[config.mk]
export PLATFORM = sky130hd
export DESIGN_NAME = tty_serial_interface_registers_unit
export DESIGN_NICKNAME = d
export VERILOG_FILES = /design/src/rtl/tsir_pkg.sv /design/src/rtl/tty_serial_interface_registers_unit.sv
export SDC_FILE = /design/constraint.sdc
export NUM_CORES = 1
export LEC_CHECK = 0
export BUFFER_PORTS_ARGS = -buffer_cell sky130_fd_sc_hd__buf_2
export CAP_MARGIN = 10
export CORE_ASPECT_RATIO = 1.1
export CORE_MARGIN = 4
export CORE_UTILIZATION = 35
export DETAILED_ROUTE_END_ITERATION = 7
export PLACE_DENSITY = 0.64
export SKIP_LAST_GASP = 1
export SLEW_MARGIN = 20
export SYNTH_ARGS = -nofsm -noshare
export SYNTH_HDL_FRONTEND = slang
export SYNTH_SLANG_ARGS = --single-unit
[constraint.sdc]
create_clock -name clk -period 5.3 [get_ports clk]
set_clock_uncertainty 0.15 [all_clocks]
set_input_delay 0 -clock clk [delete_from_list [all_inputs] [get_ports clk]]
set_output_delay 0 -clock clk [all_outputs]
set_load 0.02 [all_outputs]
[src/rtl/tsir_pkg.sv]
package tsir_pkg;

  // Function codes carried in the input tuser field.
  typedef enum logic [1:0] {
    FUNC_READ  = 2'd0,
    FUNC_WRITE = 2'd1,
    FUNC_KEY   = 2'd2,
    FUNC_NOP   = 2'd3
  } func_t;

  // Register bit offsets.
  localparam logic [3:0] OFF_RECV      = 4'd0;
  localparam logic [3:0] OFF_STATUS    = 4'd1;
  localparam logic [3:0] OFF_XMIT_LAST = 4'd7;
  localparam logic [3:0] OFF_DTR       = 4'd9;
  localparam logic [3:0] OFF_RTS       = 4'd10;
  localparam logic [3:0] OFF_CLR_WRQ   = 4'd11;
  localparam logic [3:0] OFF_CLR_RRQ   = 4'd12;
  localparam logic [3:0] OFF_CLR_NEW   = 4'd13;
  localparam logic [3:0] OFF_INT_EN    = 4'd14;
  localparam logic [3:0] OFF_DIAG      = 4'd15;

  // Printer line.
  localparam int unsigned COL_W = 7;
  localparam logic [COL_W-1:0] LINE_COLUMNS = 7'd80;

  // Character codes.
  localparam logic [7:0] CH_BS    = 8'h08;
  localparam logic [7:0] CH_LF    = 8'h0A;
  localparam logic [7:0] CH_CR    = 8'h0D;
  localparam logic [7:0] CH_SPACE = 8'h20;
  localparam logic [7:0] CH_DEL   = 8'h7F;

  localparam int unsigned IN_DATA_W  = 16;
  localparam int unsigned OUT_DATA_W = 32;

  // One result beat, lowest field last in the declaration so that it packs low.
  typedef struct packed {
    logic             line_advance;
    logic [COL_W-1:0] print_column;
    logic [6:0]       print_char;
    logic             print_strobe;
    logic             irq_level;
    logic [7:0]       read_data;
  } result_t;

endpackage

[src/rtl/tty_serial_interface_registers_unit.sv]
// Bit-addressed terminal interface register unit.
//
// The input channel carries one bus access per beat: a register read, a single
// register bit write, or a keyboard character arriving. The function code is in
// in_tuser; the offset, write bit and key character are in in_tdata. Every input
// beat produces exactly one result beat on the output channel carrying the read
// data, the interrupt level after the access, and the printer strobes (print
// strobe with character and column, and line advance).
//
// The register update and the result are formed by short logic in the cycle the
// beat is accepted, and the result is registered; one beat can be taken in every
// cycle while in_tready is high.
// The output register is backed by a one-entry skid stage: a new input beat is
// still taken while a result waits, and in_tready falls only once the skid
// stage is full, i.e. after the receiver has stalled for a whole beat.
//
// Reset (rst_n low, synchronous) empties both output stages and returns the
// registers to their initial values: status with DSR and WRQ set, everything
// else clear, printer column zero.
module tty_serial_interface_registers_unit (
  input  logic                                clk,
  input  logic                                rst_n,
  input  logic                                in_tvalid,
  output logic                                in_tready,
  // [3:0] bit_offset, [4] write_bit, [12:5] key_char, [15:13] zero
  input  logic [tsir_pkg::IN_DATA_W-1:0]      in_tdata,
  // [1:0] func
  input  logic [1:0]                          in_tuser,
  output logic                                out_tvalid,
  input  logic                                out_tready,
  // [7:0] read_data, [8] irq_level, [9] print_strobe, [16:10] print_char,
  // [23:17] print_column, [24] line_advance, [31:25] zero
  output logic [tsir_pkg::OUT_DATA_W-1:0]     out_tdata
);
  import tsir_pkg::*;

  // Architectural state. DSR is constant one and the status INT bit always
  // mirrors the interrupt level, so neither has a register of its own. The
  // diagnostic mode bit is stored but has no effect on any output.
  logic [7:0]       recv_char_r, recv_char_nxt;
  logic [7:0]       xmit_byte_r, xmit_byte_nxt;
  logic             wrq_r, wrq_nxt;
  logic             rrq_r, rrq_nxt;
  logic             dtr_r, dtr_nxt;
  logic             rts_r, rts_nxt;
  logic             int_en_r, int_en_nxt;
  logic             diag_r, diag_nxt;
  logic             new_status_r, new_status_nxt;
  logic [COL_W-1:0] column_r, column_nxt;

  // Output register and skid stage.
  result_t out_data_r, skid_data_r;
  logic    out_valid_r, skid_valid_r;

  result_t res;
  func_t   func;
  logic [3:0] bit_offset;
  logic       write_bit;
  logic [7:0] key_char;
  logic       in_fire, out_fire;

  assign func       = func_t'(in_tuser);
  assign bit_offset = in_tdata[3:0];
  assign write_bit  = in_tdata[4];
  assign key_char   = in_tdata[12:5];

  assign in_tready  = !skid_valid_r;
  assign in_fire    = in_tvalid && in_tready;
  assign out_fire   = out_valid_r && out_tready;
  assign out_tvalid = out_valid_r;
  assign out_tdata  = {{(OUT_DATA_W - $bits(result_t)){1'b0}}, out_data_r};

  // Register update and result for the beat on the input.
  always_comb begin
    logic [7:0]       sent;
    logic [COL_W-1:0] place;
    recv_char_nxt  = recv_char_r;
    xmit_byte_nxt  = xmit_byte_r;
    wrq_nxt        = wrq_r;
    rrq_nxt        = rrq_r;
    dtr_nxt        = dtr_r;
    rts_nxt        = rts_r;
    int_en_nxt     = int_en_r;
    diag_nxt       = diag_r;
    new_status_nxt = new_status_r;
    column_nxt     = column_r;
    res            = '0;
    sent           = xmit_byte_r;
    place          = column_r;

    unique case (func)
      FUNC_READ: begin
        if (bit_offset == OFF_RECV) begin
          res.read_data = recv_char_r;
        end else if (bit_offset == OFF_STATUS) begin
          // INT, DSR, unused, RRQ, WRQ, three unused bits.
          res.read_data = {int_en_r && new_status_r, 1'b1, 1'b0, rrq_r, wrq_r, 3'b000};
        end
      end
      FUNC_WRITE: begin
        if (!bit_offset[3]) begin
          xmit_byte_nxt[bit_offset[2:0]] = write_bit;
          sent = xmit_byte_nxt;
          // The top bit completes the byte; it goes out only with DTR and RTS.
          if (bit_offset == OFF_XMIT_LAST && dtr_r && rts_r) begin
            if (sent == CH_BS) begin
              if (column_r != '0) begin
                column_nxt = column_r - COL_W'(1);
              end
            end else if (sent == CH_LF) begin
              res.line_advance = 1'b1;
            end else if (sent == CH_CR) begin
              column_nxt = '0;
            end else if (sent >= CH_SPACE && sent < CH_DEL) begin
              // Wrap at the end of the line: new line, character at column zero.
              if (column_r >= LINE_COLUMNS) begin
                place            = '0;
                res.line_advance = 1'b1;
              end
              res.print_strobe = 1'b1;
              res.print_char   = sent[6:0];
              res.print_column = place;
              column_nxt       = place + COL_W'(1);
            end
            wrq_nxt        = 1'b1;
            new_status_nxt = 1'b1;
          end
        end else begin
          unique case (bit_offset)
            OFF_DTR:     dtr_nxt        = write_bit;
            OFF_RTS:     rts_nxt        = write_bit;
            OFF_INT_EN:  int_en_nxt     = write_bit;
            OFF_DIAG:    diag_nxt       = write_bit;
            OFF_CLR_WRQ: wrq_nxt        = 1'b0;
            OFF_CLR_RRQ: rrq_nxt        = 1'b0;
            OFF_CLR_NEW: new_status_nxt = 1'b0;
            default:     ;
          endcase
        end
      end
      FUNC_KEY: begin
        // A character arriving while the previous one is unread is dropped.
        if (!rrq_r) begin
          recv_char_nxt  = key_char;
          rrq_nxt        = 1'b1;
          new_status_nxt = 1'b1;
        end
      end
      FUNC_NOP: ;
      default: ;
    endcase

    res.irq_level = int_en_nxt && new_status_nxt;
  end

  always_ff @(posedge clk) begin
    if (!rst_n) begin
      recv_char_r  <= '0;
      xmit_byte_r  <= '0;
      wrq_r        <= 1'b1;
      rrq_r        <= 1'b0;
      dtr_r        <= 1'b0;
      rts_r        <= 1'b0;
      int_en_r     <= 1'b0;
      diag_r       <= 1'b0;
      new_status_r <= 1'b0;
      column_r     <= '0;
    end else if (in_fire) begin
      recv_char_r  <= recv_char_nxt;
      xmit_byte_r  <= xmit_byte_nxt;
      wrq_r        <= wrq_nxt;
      rrq_r        <= rrq_nxt;
      dtr_r        <= dtr_nxt;
      rts_r        <= rts_nxt;
      int_en_r     <= int_en_nxt;
      diag_r       <= diag_nxt;
      new_status_r <= new_status_nxt;
      column_r     <= column_nxt;
    end
  end

  // Output register with skid stage. The skid stage fills only when a beat is
  // taken while the output register is occupied and not being drained.
  always_ff @(posedge clk) begin
    if (!rst_n) begin
      out_valid_r  <= 1'b0;
      skid_valid_r <= 1'b0;
    end else if (skid_valid_r) begin
      if (out_fire) begin
        skid_valid_r <= 1'b0;
      end
    end else if (in_fire) begin
      if (!out_valid_r || out_fire) begin
        out_valid_r <= 1'b1;
      end else begin
        skid_valid_r <= 1'b1;
      end
    end else if (out_fire) begin
      out_valid_r <= 1'b0;
    end
  end

  always_ff @(posedge clk) begin
    if (skid_valid_r) begin
      if (out_fire) begin
        out_data_r <= skid_data_r;
      end
    end else if (in_fire) begin
      if (!out_valid_r || out_fire) begin
        out_data_r <= res;
      end else begin
        skid_data_r <= res;
      end
    end
  end

  // The skid stage is only ever occupied behind a waiting output beat.
  assert property (@(posedge clk) disable iff (!rst_n) skid_valid_r |-> out_valid_r)
    else $error("skid stage holds a beat while the output register is empty");

  // The printer column never runs past the end of the line.
  assert property (@(posedge clk) disable iff (!rst_n) column_r <= LINE_COLUMNS)
    else $error("printer column beyond the line length");

  // A placed character always lands inside the line.
  assert property (@(posedge clk) disable iff (!rst_n)
      (out_valid_r && out_data_r.print_strobe) |-> (out_data_r.print_column < LINE_COLUMNS))
    else $error("character placed beyond the line length");

  // A full, undrained output side keeps the input side stopped in the following cycle.
  assert property (@(posedge clk) disable iff (!rst_n)
      (skid_valid_r && !out_tready) |=> !in_tready)
    else $error("input accepted while both output stages are full");

endmodule

==> flow_summary.yaml <==
setup_path:
  cp.required_ns: 5.35
  worst-setup-path-type: "in -> reg"
  startpoint_type: "primary input"
  path_buf_inv: 2
  slowest_delay_ns: 0.79
  cp_data_arrival_time_ns: 3.36
  cp_slowest_cell: "a311oi_2"
  r2r-start: "xmit_byte_r[7]$_SDFFE_PN0P_"
  end_kind: "register"
  crit_path_start: "in_tdata[4]"
  crit_fanout: 24
  worstPathCellList: "dlygate4sd3_1 > buf_2 > or4b_1 > a21oi_1 > a211oi_1 > nor4_4 > nor2_2 > a311oi_2 > mux2i_1 > o22ai_1"
  critPathTopFamily: "compound AO/OA/AOI/OAI gates"
logic_synthesis:
  synthCells: 416
  syn_area_um2: 4277
  synth_top_family_by_area: "simple AND/OR/NAND/NOR gates"
  synth_common_cells: "edfxtp_1, nor2_1, nand2_1"
  yosysSeqAreaShare: 0.4962
  yosysTopAreaCell: "edfxtp_1"
  synthAdderAreaFrac: 0.01755
  synthSimpleGateAreaFrac: 0.1855
  synth_compound_area_frac: 0.1489
  synthMuxAreaShare: 0.08572
  synth_edf_count: 50
  async_flop_share: 0
  yosys.area.top_type_share: 0.3511
  avgSynthCellArea_um2: 10.28
  ys_ff_latch: 81
  synth_warnings: 0
  synth_xor_area_frac: 0.008192
  synth_flop_cell: "edfxtp_1"
  synth.area.top_cells: "edfxtp_1, dfxtp_1, mux2i_1"
  synth_cell_types: 68
  yosysMostFrequentCell: "edfxtp_1"
timing:
  setup_ws_ns: 1.990
  setup_tns_ns: 0
  rsz0062_at_grt: "no"
  tightest_slew_ns: 0.9751
  fin_crit_sh: 0.6245
  hold_viol: 0
  fin_crit_ns: 3.310
  relSlewSlack: 0.3499
  hold_slack_ns: 0.06677
  max_clock_freq_mhz: 302.1
  setup_viol: 0
  slew_viol_final: 0
final_layout:
  multi_input_area_um2: 1944
  layout-drive-gt1-share: 0.2047
  areaGrowthSynthToFinish_pct: 16.68
  fin_nets: 492
  fillers: 1141
  antenna_cells: 0
  fin_cells: 623
  fin_area_um2: 4990
  ff_latch_area_um2: 2122
detailed_routing:
  vias: 3203
  drt_iter0_markers: 222
  drc: 0
  wl_per_cell_um: 14.42
  final_antenna_net_count: 0
  drt-total-wl_um: 8981
  routed_via_density: 5.141
  drt-pass1-iter-count: 5
placement:
  dp_slack_ns: 2.180
  io_buffers: 45
  gp_congestion: 0.8701
  dp_hpwl_um: 6290
  dp.cells: 592
  place_area_um2: 4552
floorplan:
  fp.dieH_um: 123.9
  initial_core_util: 0.3569
  die_x_um: 113.4
  ios: 56
  dieArea_um2: 14050
  core.rowCount: 42
  core_area_um2: 11980
run:
  maxCapViolCount: 0
clock_tree:
  cts_made_buffers: 9
  cts_root_buffer: "clkbuf_16"
  clock_latency_ns: 0.33
  path_clk_slew_ns: 0.06
  cts_tree: "built"
  clock_path_buffers: 2
  cts_sinks: 81
  cts-resized-gates: 0
  cts_max_level: 3
global_route:
  grt_pass1_wl_um: 15090
  first_global_vias: 3073
  grt_max_degree: 33
  grt_use_total: 0.1336
  grt_antenna_before_repair: 0
  grt-ovfl-total: 0
outcome:
  outcome: "finished clean"
pwr:
  power.density_nw_per_um2: 286.4
  vdd_ir_drop_max_v: 0.0001637
  leakage_nw: 1.841
worst_hold_path:
  hp-start: "in_tuser[0]"
  hp-class: "in -> reg"
## where the power goes
| part | switching [W] | total (W) | internal [W] |
|---|---|---|---|
| sequential | 0.00000825 | 0.000700 | 0.000692 |
| combinational | 0.0000986 | 0.000151 | 0.0000522 |
| clock | 0.000256 | 0.000578 | 0.000322 |
## cells by family (layout without fill, tap and decap cells)
family | after synthesis | in the layout
other cells | 1 | 7
buf+inv | 47 | 94
fa+ha+maj | 6 | 6
simple gates | 148 | 148
compound gates | 94 | 94
xor+xnor | 4 | 4
mux | 35 | 35
flops | 81 | 81
## per-stage QoR
step / utilization / total power [W]
final: 0.4165 / 0.001429
after global routing: 0.4165 / 0.001492
after CTS: 0.4158 / 0.001445
after detailed placement: 0.3799 / 0.0008566
after global placement: 0.3799 / 0.0008528
after floorplan: - / 0.0008219
## registers in the layout (all words and copies together), names as in the netlist
| register | flops |
|---|---|
| new_status_r | 1 |
| int_en_r | 1 |
| out_tvalid | 1 |
| wrq_r | 1 |
| recv_char_r | 8 |
| dtr_r | 1 |
| column_r | 7 |
| out_tdata | 25 |
| skid_data_r | 25 |
| skid_valid_r | 1 |
| rrq_r | 1 |
| rts_r | 1 |
| xmit_byte_r | 8 |
## tightest hold or removal path, stage by stage
cell and delay [ns]:
buf_2 0.11, inv_1 0.07, ha_1 0.19, a21oi_1 0.05, nor2_1 0.09
## layout by cell type (no fill, tap or decap), types with 6 or more instances in the layout
cell type,count
a211oi_1,8
o31ai_1,10
inv_1,14
nand3_1,7
a21oi_1,26
clkbuf_16,9
nor2_1,41
o21ai_0,13
ha_1,6
and3_1,6
dfxtp_1,31
mux2_2,13
edfxtp_1,50
nand2_1,37
nor2b_1,8
mux2i_1,22
dlygate4sd3_1,15
nor3_1,7
conb_1,7
nand2b_1,8
buf_2,45
## per-layer routing
metal	part of all wire	wire, um	vias up	track usage
met5	0	0	-	0
met4	0.0076	68	0	0.05334
met3	0.048	435	6	0.02235
met2	0.48	4317	89	0.2222
met1	0.46	4160	1505	0.1742
li1	-	-	1603	-
## area by class of cell
type                       instances  area share
timing repair buffer              62     0.07823
inverter                          16     0.01204
clock inverter                     7     0.01103
sequential                        81      0.4253
tap                              154     0.03862
multi-input combinational        294      0.3897
clock buffer                       9     0.04514
## worst paths after layout
check | slack [ns] | cells past startpoint | to
worst min register to register | 0.34 | 2 | recv_char_r[5]$_SDFFE_PN0P_
worst max-delay path | 1.99 | 10 | column_r[3]$_SDFFE_PN0P_
worst min-delay path | 0.07 | 5 | rrq_r$_SDFFE_PN0P_
worst max register to register | 2.24 | 8 | column_r[3]$_SDFFE_PN0P_
## what timing repair did
item / CTS / global route
hold buffers: 15 / 0
setup buffers: 0 / 0
hold endpoints to repair: 21 / 0
No activity file was read; power rests on OpenSTA's default activity.
